`config.mk`:
```
export PLATFORM = sky130hd
export DESIGN_NAME = rgb_window_median
export DESIGN_NICKNAME = d
export VERILOG_FILES = /design/src/rtl/rwm_pkg.sv /design/src/rtl/rgb_window_median.sv /design/src/rtl/rwm_sort_chain.sv /design/src/rtl/rwm_datapath.sv /design/src/rtl/rwm_ctrl.sv
export SDC_FILE = /design/constraint.sdc
export NUM_CORES = 2
export LEC_CHECK = 0
export BUFFER_PORTS_ARGS = -buffer_cell sky130_fd_sc_hd__buf_4
export CORE_MARGIN = 2
export CORE_UTILIZATION = 43
export CTS_CLUSTER_DIAMETER = 60
export DETAILED_ROUTE_END_ITERATION = 6
export PLACE_DENSITY_LB_ADDON = 0.1
export SLEW_MARGIN = 20
export SYNTH_ARGS = -nofsm -noshare
export SYNTH_HDL_FRONTEND = slang
export SYNTH_SLANG_ARGS = --single-unit
```
`constraint.sdc`:
```
create_clock -name clk -period 7.3 [get_ports clk]
set_clock_uncertainty 0.05 [all_clocks]
set_input_delay 1.095 -clock clk [delete_from_list [all_inputs] [get_ports clk]]
set_output_delay 1.095 -clock clk [all_outputs]
set_load 0.005 [all_outputs]
```
`src/rtl/rwm_pkg.sv`:
```
// Package for the RGB window median block: sizes, payload types, control types and the window capacity function.
package rwm_pkg;

	localparam int CHANNEL_BITS = 8;
	localparam int MAX_RADIUS = 3;
	localparam int RADIUS_W = 2;
	localparam int WIN_SIDE_MAX = 2 * MAX_RADIUS + 1;
	localparam int WIN_DEPTH = WIN_SIDE_MAX * WIN_SIDE_MAX;
	localparam int CNT_W = $clog2(WIN_DEPTH + 1);
	localparam logic [RADIUS_W-1:0] RADIUS_RESET = RADIUS_W'(1);

	typedef struct packed {
		logic [CHANNEL_BITS-1:0] red;
		logic [CHANNEL_BITS-1:0] green;
		logic [CHANNEL_BITS-1:0] blue;
		logic                    last;
	} sample_t;

	typedef struct packed {
		logic [CHANNEL_BITS-1:0] median_red;
		logic [CHANNEL_BITS-1:0] median_green;
		logic [CHANNEL_BITS-1:0] median_blue;
		logic [CNT_W-1:0]        sample_count;
		logic                    overflow;
	} result_t;

	typedef struct packed {
		logic insert;
		logic load_rem;
		logic shift;
		logic emit;
	} ctrl_cmd_t;

	typedef struct packed {
		logic rem_zero;
	} dp_status_t;

	function automatic logic [CNT_W-1:0] capacity(input logic [RADIUS_W-1:0] radius);
		int r;
		int side;
		r = int'(radius);
		if (r > MAX_RADIUS) begin
			r = MAX_RADIUS;
		end
		side = 2 * r + 1;
		return CNT_W'(side * side);
	endfunction

endpackage

```
`src/rtl/rgb_window_median.sv`:
```
// Top level of the RGB window median block.
// Usage: the sender presents one neighbour sample on sample and raises start; the
// transfer happens at a rising edge with start high and busy low. The sample that
// carries last closes the window. Samples without last are taken one per cycle.
// After the closing transfer busy stays high while the three sorted register
// chains shift down one place per cycle until the median of the stored samples
// sits at the head. The result is then registered on result with done high for
// a single cycle; the receiver cannot hold it off, and a new sample may be
// transferred in that same cycle.
// Samples beyond (2r+1)^2 are dropped and flagged in result.overflow.
// The radius register is written through cfg_valid and cfg_data; cfg_ready is
// always high and a write should only be made while the block is idle.
// After reset the radius is 1, the window is empty and busy is low.
module rgb_window_median (
	input  logic                         clk,
	input  logic                         arst_n,
	input  logic                         start,
	output logic                         busy,
	input  rwm_pkg::sample_t             sample,
	output logic                         done,
	output rwm_pkg::result_t             result,
	input  logic                         cfg_valid,
	output logic                         cfg_ready,
	input  logic [rwm_pkg::RADIUS_W-1:0] cfg_data
);

	rwm_pkg::ctrl_cmd_t  cmd;
	rwm_pkg::dp_status_t status;

	assign cfg_ready = 1'b1;

	rwm_ctrl u_ctrl (
		.clk    (clk),
		.arst_n (arst_n),
		.start  (start),
		.last   (sample.last),
		.status (status),
		.cmd    (cmd),
		.busy   (busy),
		.done   (done)
	);

	rwm_datapath u_datapath (
		.clk       (clk),
		.arst_n    (arst_n),
		.cfg_valid (cfg_valid),
		.cfg_data  (cfg_data),
		.sample    (sample),
		.cmd       (cmd),
		.status    (status),
		.result    (result)
	);

endmodule

```
`src/rtl/rwm_sort_chain.sv`:
```
// Sorted register chain for one channel: insertion of one sample per cycle and shift-down readout.
module rwm_sort_chain (
	input  logic                              clk,
	input  logic                              insert,
	input  logic                              shift,
	input  logic [rwm_pkg::CNT_W-1:0]         fill,
	input  logic [rwm_pkg::CHANNEL_BITS-1:0]  din,
	output logic [rwm_pkg::CHANNEL_BITS-1:0]  head
);

	localparam int Depth = rwm_pkg::WIN_DEPTH;

	logic [rwm_pkg::CHANNEL_BITS-1:0] cell_q [Depth];
	logic [Depth-1:0] above;
	logic [Depth-1:0] at_end;

	always_comb begin
		for (int i = 0; i < Depth; i++) begin
			above[i] = (rwm_pkg::CNT_W'(i) < fill) && (cell_q[i] > din);
			at_end[i] = (rwm_pkg::CNT_W'(i) == fill);
		end
	end

	for (genvar g = 0; g < Depth; g++) begin : g_cell
		if (g == 0) begin : g_first
			always_ff @(posedge clk) begin
				if (insert) begin
					if (above[0] || at_end[0]) begin
						cell_q[0] <= din;
					end
				end else if (shift) begin
					cell_q[0] <= cell_q[1];
				end
			end
		end else if (g == Depth - 1) begin : g_tail
			always_ff @(posedge clk) begin
				if (insert) begin
					if (above[g-1]) begin
						cell_q[g] <= cell_q[g-1];
					end else if (above[g] || at_end[g]) begin
						cell_q[g] <= din;
					end
				end
			end
		end else begin : g_mid
			always_ff @(posedge clk) begin
				if (insert) begin
					if (above[g-1]) begin
						cell_q[g] <= cell_q[g-1];
					end else if (above[g] || at_end[g]) begin
						cell_q[g] <= din;
					end
				end else if (shift) begin
					cell_q[g] <= cell_q[g+1];
				end
			end
		end
	end

	assign head = cell_q[0];

endmodule

```
`src/rtl/rwm_datapath.sv`:
```
// Datapath: radius register, fill and overflow tracking, three sorted chains and the result register.
module rwm_datapath (
	input  logic                              clk,
	input  logic                              arst_n,
	input  logic                              cfg_valid,
	input  logic [rwm_pkg::RADIUS_W-1:0]      cfg_data,
	input  rwm_pkg::sample_t                  sample,
	input  rwm_pkg::ctrl_cmd_t                cmd,
	output rwm_pkg::dp_status_t               status,
	output rwm_pkg::result_t                  result
);

	logic [rwm_pkg::RADIUS_W-1:0]     radius_q;
	logic [rwm_pkg::CNT_W-1:0]        fill_q;
	logic [rwm_pkg::CNT_W-1:0]        fill_next;
	logic [rwm_pkg::CNT_W-1:0]        rem_q;
	logic [rwm_pkg::CNT_W-1:0]        cap;
	logic                             drop_q;
	logic                             room;
	logic                             store;
	logic [rwm_pkg::CHANNEL_BITS-1:0] red_head;
	logic [rwm_pkg::CHANNEL_BITS-1:0] green_head;
	logic [rwm_pkg::CHANNEL_BITS-1:0] blue_head;
	rwm_pkg::result_t                 result_q;

	assign cap = rwm_pkg::capacity(radius_q);
	assign room = fill_q < cap;
	assign store = cmd.insert && room;
	assign fill_next = fill_q + rwm_pkg::CNT_W'(1);

	always_ff @(posedge clk or negedge arst_n) begin
		if (!arst_n) begin
			radius_q <= rwm_pkg::RADIUS_RESET;
		end else if (cfg_valid) begin
			radius_q <= cfg_data;
		end
	end

	always_ff @(posedge clk or negedge arst_n) begin
		if (!arst_n) begin
			fill_q <= '0;
			drop_q <= 1'b0;
			rem_q <= '0;
		end else if (cmd.emit) begin
			fill_q <= '0;
			drop_q <= 1'b0;
		end else if (cmd.insert) begin
			if (room) begin
				fill_q <= fill_next;
			end else begin
				drop_q <= 1'b1;
			end
			if (cmd.load_rem) begin
				rem_q <= room ? (fill_next >> 1) : (fill_q >> 1);
			end
		end else if (cmd.shift) begin
			rem_q <= rem_q - rwm_pkg::CNT_W'(1);
		end
	end

	rwm_sort_chain u_red (
		.clk    (clk),
		.insert (store),
		.shift  (cmd.shift),
		.fill   (fill_q),
		.din    (sample.red),
		.head   (red_head)
	);

	rwm_sort_chain u_green (
		.clk    (clk),
		.insert (store),
		.shift  (cmd.shift),
		.fill   (fill_q),
		.din    (sample.green),
		.head   (green_head)
	);

	rwm_sort_chain u_blue (
		.clk    (clk),
		.insert (store),
		.shift  (cmd.shift),
		.fill   (fill_q),
		.din    (sample.blue),
		.head   (blue_head)
	);

	always_ff @(posedge clk) begin
		if (cmd.emit) begin
			result_q.median_red <= red_head;
			result_q.median_green <= green_head;
			result_q.median_blue <= blue_head;
			result_q.sample_count <= fill_q;
			result_q.overflow <= drop_q;
		end
	end

	assign status.rem_zero = (rem_q == '0);
	assign result = result_q;

endmodule

```
`src/rtl/rwm_ctrl.sv`:
```
// Controller: accepts samples, runs the readout shift after the closing sample and strobes the result.
module rwm_ctrl (
	input  logic                clk,
	input  logic                arst_n,
	input  logic                start,
	input  logic                last,
	input  rwm_pkg::dp_status_t status,
	output rwm_pkg::ctrl_cmd_t  cmd,
	output logic                busy,
	output logic                done
);

	typedef enum logic {
		ST_IDLE,
		ST_READOUT
	} state_t;

	state_t state_q;
	logic   done_q;
	logic   accept;

	assign accept = start && (state_q == ST_IDLE);
	assign busy = (state_q == ST_READOUT);
	assign done = done_q;

	always_comb begin
		cmd.insert = accept;
		cmd.load_rem = accept && last;
		cmd.shift = (state_q == ST_READOUT) && !status.rem_zero;
		cmd.emit = (state_q == ST_READOUT) && status.rem_zero;
	end

	always_ff @(posedge clk or negedge arst_n) begin
		if (!arst_n) begin
			state_q <= ST_IDLE;
			done_q <= 1'b0;
		end else begin
			done_q <= 1'b0;
			unique case (state_q)
				ST_IDLE: begin
					if (accept && last) begin
						state_q <= ST_READOUT;
					end
				end
				ST_READOUT: begin
					if (status.rem_zero) begin
						done_q <= 1'b1;
						state_q <= ST_IDLE;
					end
				end
				default: begin
					state_q <= ST_IDLE;
				end
			endcase
		end
	end

	a_done_idle: assert property (@(posedge clk) disable iff (!arst_n)
		done_q |-> state_q == ST_IDLE)
		else $error("result strobe while readout still running");

	a_busy_cause: assert property (@(posedge clk) disable iff (!arst_n)
		$rose(busy) |-> $past(start && last))
		else $error("readout began without a closing sample transfer");

	a_done_cause: assert property (@(posedge clk) disable iff (!arst_n)
		done_q |-> $past(state_q == ST_READOUT && status.rem_zero))
		else $error("result strobe without a finished readout");

endmodule

```
======== After elaboration in Yosys (flattened, before gate mapping) ========
Memories as Yosys holds them, arrays and structs flattened.
Index checks and enable logic that the tools add are counted.
storage, ports and cells
  register bits ........................... 48
  bits in latches ......................... 0
  RAM bits ................................ 1176
  memory bits (read-only) ................. 0
  input bits .............................. 31
  output and inout port bits .............. 34
  logic and storage cells ................. 2186
  memories ................................ 3
memory list
  memory                     depth  bits a word  read ports  clocked after Yosys merged registers in  write ports  line                  RTL
  u_datapath.u_blue.cell_q   49     8            49          0                                        49           rwm_sort_chain.sv:13  logic [rwm_pkg::CHANNEL_BITS-1:0] cell_q [Depth];
  u_datapath.u_green.cell_q  49     8            49          0                                        49           rwm_sort_chain.sv:13
  u_datapath.u_red.cell_q    49     8            49          0                                        49           rwm_sort_chain.sv:13
cells by class
  $add $sub $neg .......................... 3
  multiply operators ...................... 1
  divide/modulo/power cells ............... 0
  order comparisons ....................... 197
  equal/unequal tests ..................... 50
  shift operators ......................... 0
  mux-type cells .......................... 1323
  bitwise logic cells ..................... 290
  reduce and logical (&&, ||, !) cells .... 308
operators with widths
  kind                                                                  number
  8-bit two-way mux                                                     288
  8-bit greater-than comparator                                         147
  1-bit two-way mux                                                     1027
  1-bit OR                                                              288
  1-bit logical AND                                                     152
  1-bit logical OR                                                      147
  6-bit == test (first input constant)                                  17
  6-bit < comparator (first input constant)                             17
  5-bit by 6-bit == test with 1-bit output (first input constant)       16
  5-bit by 6-bit < comparator with 1-bit output (first input constant)  16
  4-bit by 6-bit == test with 1-bit output (first input constant)       8
  4-bit by 6-bit < comparator with 1-bit output (first input constant)  8
  6-bit two-way mux                                                     6
  32-bit by 32-bit multiplier with 6-bit output                         1
  3-bit by 6-bit == test with 1-bit output (first input constant)       4
  3-bit by 6-bit < comparator with 1-bit output (first input constant)  4
  2-bit by 6-bit == test with 1-bit output (first input constant)       2
  6-bit zero test                                                       2
  1-bit by 6-bit < comparator with 1-bit output (first input constant)  2
  2-bit by 6-bit < comparator with 1-bit output (first input constant)  2
  6-bit by 1-bit adder with 6-bit output (second input constant)        1
  1-bit by 6-bit == test with 1-bit output (first input constant)       1
  6-bit < comparator                                                    1
  2-bit nonzero test                                                    3
  other kinds (9)                                                       12

======== Depth between registers and ports, before layout ========
An unclocked memory read counts as a cell.
  word-level depth ........................ 10
  gate-level depth with buffers ........... 15
  mapped depth without buffers ............ 11

======== By module ========
Synthesis repeated with hierarchy kept, for this count alone.
second synthesis, totals
  cells, all modules ...................... 10193
  area, all modules ....................... 101408.5 um^2
by module, submodules not included
  module                                  instances  cells an instance  area each (um^2)  seq. area each (um^2)
  rwm_sort_chain (u_datapath.u_blue ...)  2          3435               33462.1           11771.3
  rwm_sort_chain (u_datapath.u_red)       1          3166               32377.3           11771.3
  rwm_datapath                            1          147                1998.2            1307.5
  rwm_ctrl                                1          8                  97.6              50.0
  rgb_window_median                       1          2                  11.3              0.0

======== Least setup slack after synthesis ========
No wires, ideal clock.
  kind .................................... register to register
  start point ............................. register u_datapath.rem_q[0] (netlist name)
  end point ............................... register u_datapath.result_q, in the netlist u_datapath.result[0] (enable)
  library setup time ...................... 0.534 ns
  arrival ................................. 4.539 ns
  data required time ...................... 6.716 ns
  path slack .............................. 2.177 ns
  cell stages (with the launch flop) ...... 5
  path buffers ............................ 0
  clock period less this slack ............ 5.123 ns
  path through ............................ dfrtp_1 > inv_1 > ha_1 > nand2_1 > nor4b_1
RTL lines
  item                    line                RTL
  start, declared         rwm_datapath.sv:16  logic [rwm_pkg::CNT_W-1:0] rem_q;
  start signal, assigned  rwm_datapath.sv:54  rem_q <= room ? (fill_next >> 1) : (fill_q >> 1);
  start signal, assigned  rwm_datapath.sv:57  rem_q <= rem_q - rwm_pkg::CNT_W'(1);
  end, declared           rwm_datapath.sv:24  rwm_pkg::result_t result_q;

==> summary.txt <==
Floorplanning
  – I/O pin count: 65
  – Core area: 219000 µm²
  – Die area: 224000 µm²
  – Die X: ~470 µm
  – FP Rows: 172
  – Initial cell density of the core: about 43%
  – Die H: 473 µm

Clocking
  – Skew-Pair Late Insertion Delay: 0.86 ns
  – # hold bufs at CTS: 0
  – Reg clk slew, reported paths: 0.06 ns
  – H-tree depth: 4
  – CTS sink cnt: 1224
  – Clock tree from TritonCTS: done
  – PostCTS Resize Cnt: 0
  – Clock root cell: clkbuf_16
  – Post-CTS setup buffers: 0
  – Total CTS buffers: 171
  – CTS max path bufs: 3

Placed design
  – Number of port buffers: 63
  – Placer Congestion: roughly 0.93
  – Place WS: 1.75 ns
  – Hpwl dp: 276000 µm
  – Area after DPL: 98200 µm²

STA
  – Setup violations, final: 0
  – WHS: 0.0626 ns
  – Post-route setup TNS: 0 ns
  – Final hold viol count: 0
  – Slew HR: around 11%
  – Unrepaired setup endpoints after global routing: false
  – Pins over their slew limit: 0
  – Crit path time final: 5.22 ns
  – Final setup margin: 2.08 ns
  – Actual slew at the worst max-slew pin: 1.33 ns
  – Fin crit share: a little under three quarters
  – F_max: between 150 and 200 MHz

Layout
  – P&R area growth vs syn: 9.71%
  – Most common cell after layout, fill and taps aside: edfxtp_1
  – Most frequent cells in the layout: edfxtp_1 (1207), ha_1 (1186), nand2_1 (756)
  – Register area: 36700 µm²
  – Fill count: ~20000
  – Nets: roughly 11000
  – Final core utilization: a little under half
  – Final Cell Area: slightly above 100000 µm²
  – Fraction of layout cells with a size suffix above 1: 7.20%
  – Area of the multi-input gates: 55000 µm²

Drt
  – Vias per cell: between 6 and 7
  – Final ANT Viol Nets: 0
  – WL per Instance: 30.9 µm
  – Number of DRC markers in iteration 0: 10365
  – DRC viols: 1
  – Vias: 87357
  – First-pass DRT Iterations: 7
  – Total wire length: 390000 µm

Logic synthesis
  – Mapped Area: 94600 µm²
  – Post-synth cell types: 106
  – Asr flop ratio synth: 1.39%
  – Post-synthesis net count: 10975
  – Yosys warnings: 0
  – Seq/Total Area, Yosys: about two fifths
  – Post-synth EDFFs: 1207
  – Synth Area per Inst: 9.70 µm²
  – Post-synthesis instance total: 9758
  – Dominant synthesized flop cell: edfxtp_1
  – Number of synthesized register bits: between 1000 and 1500

Power and ir drop
  – P per Cell Area: 498 nW/µm²
  – Leakage: 39.6 nW
  – VDD IR max: 0.000361 V

Job
  – Max_cap viols: 0

Status
  – Status: complete, but fails checks
  – Failing checks: DRC

Worst setup path
  – Slowest-stage cell, CP: o31a_1
  – Critical-path maximum fanout: 19
  – CP bufs+invs: 2
  – R2r setup slk: around 2.1 ns
  – Crit path cell chain: buf_4, inv_1, ha_1, nor2b_1, o31a_1, o311ai_0, o21ai_1, a21oi_1, o21ai_0
  – Worst path required time: between 7 and 8 ns
  – Slowest stage delay, CP: 0.84 ns
  – Arr. time, crit path: 5.62 ns
  – CP Launch Type: flip-flop
  – Crit end category: flip-flop
  – RR Startpoint: u_datapath.fill_q[1]$_DFFE_PN0P_
  – RR Endpoint: u_datapath.u_blue.cell_q[0][163]$_DFFE_PP_
  – R2R cell count: 9
  – Crit path max-delay family: compound AO/OA/AOI/OAI gates
  – CP Class: flip-flop to flip-flop

GRT
  – Vias in the first global route: between 80000 and 90000
  – Initial antenna violation count: 35
  – Pin count of the biggest net entering global routing: roughly 190
  – GRT overflow: 0
  – Total track usage: 33.6%
  – First-pass GRT wire length: approximately 560000 µm

Worst hold path
  – Hold Crit Class: primary input to async pin
worst register-to-register path: stages (launching register included):
cell      delay (ns)
dfrtp_1         0.32
buf_4           0.29
inv_1           0.14
ha_1            0.49
nor2b_1         0.81
o31a_1          0.84
o311ai_0        0.37
o21ai_1         0.59
a21oi_1         0.08
o21ai_0         0.84
sequential cells by signal, indices dropped and copies added (netlist names):
signal,count
u_datapath.fill_q,6
u_datapath.radius_q,2
u_datapath.u_green.cell_q,392
u_datapath.u_blue.cell_q,392
u_datapath.result,31
u_ctrl.busy,1
u_datapath.drop_q,1
u_datapath.rem_q,6
u_ctrl.done,1
u_datapath.u_red.cell_q,392
power by group:
part	switching, W	internal (W)
registers	0.00457	0.0140
logic	0.0156	0.00901
clock network	0.00355	0.00496
cells by family (layout without fill, tap and decap cells):
kind of cell	after synthesis	in the layout	share of synthesized area, %
AOI/OAI and AO/OA	3553	3553	26.0
xor gates and xnor gates	12	12	0.111
adders and majority gates	1186	1186	15.7
buffers and inverters	811	790	3.42
DFF	1224	1224	38.7
muxes	26	26	0.308
other	1	11	0.00396
and+or+nand+nor	2945	2945	15.8
stage by stage:
step / cells / power [W]
floorplan: 9758 / 0.0334
global placement: 12292 / 0.0417
detailed placement: 12292 / 0.0424
CTS: 12608 / 0.0510
global route: 12611 / 0.0548
finish: 12618 / 0.0517
routing by layer:
metal	wire [µm]	global-route usage, %	share of wire, %	vias to the layer above
met2	168000	50.6	43	4591
li1	-	-	-	38657
met3	37400	7.33	9.6	976
met1	161000	44.8	41	43093
met4	23500	18.5	6.0	40
met5	294	0	0.075	-
cell usage after synthesis, types with 28 or more instances:
cell type / count / area [µm²]
nor3_1: 53 / 265
o21ai_0: 705 / 3530
ha_1: 1186 / 14800
o311ai_0: 29 / 254
inv_1: 230 / 863
o21ai_1: 79 / 395
clkbuf_1: 453 / 1700
o211ai_1: 457 / 3430
buf_1: 33 / 124
nor2_1: 568 / 2130
and2_1: 322 / 2010
nor2b_1: 139 / 870
a211oi_1: 117 / 878
o311a_1: 28 / 280
nand2b_1: 35 / 219
edfxtp_1: 1207 / 36200
o2111ai_1: 40 / 350
nand3_1: 524 / 2620
and4_1: 78 / 683
o21a_1: 61 / 458
o211a_1: 29 / 290
and3_1: 82 / 513
buf_2: 71 / 355
a21o_1: 131 / 983
a221o_1: 520 / 5200
nand2_1: 756 / 2840
a21oi_1: 692 / 3460
a31oi_1: 348 / 2180
nand4_1: 244 / 1530
a32oi_1: 45 / 394
layout make-up:
type	instances	area share (%)
diodes	10	0.0241
clock buffers	200	4.26
clock inverters	116	1.15
inverters	231	0.835
multi-input cells	7723	52.9
flip-flops and latches	1224	35.3
well taps	2871	3.46
repair buffers	243	2.02
how the worst max path moves through the flow:
| stage | start | to | slack (ns) | cells after the start |
|---|---|---|---|---|
| final | u_datapath.fill_q[1]$_DFFE_PN0P_ | u_datapath.u_blue.cell_q[0][163]$_DFFE_PP_ | 2.08 | 9 |
| after global routing | u_datapath.fill_q[1]$_DFFE_PN0P_ | u_datapath.u_blue.cell_q[0][161]$_DFFE_PP_ | 1.83 | 9 |
| after CTS | u_datapath.fill_q[1]$_DFFE_PN0P_ | u_datapath.u_blue.cell_q[0][163]$_DFFE_PP_ | 2.24 | 9 |
| after detailed placement | sample[11] | u_datapath.u_green.cell_q[1][104]$_DFFE_PP_ | 1.75 | 10 |
| after global placement | sample[11] | u_datapath.u_green.cell_q[1][106]$_DFFE_PP_ | 1.81 | 10 |
| after floorplan | u_datapath.rem_q[0]$_DFFE_PN0P_ | u_datapath.result[0]$_DFFE_PP_ | 2.18 | 4 |
No activity file was read; power rests on OpenSTA's default activity.
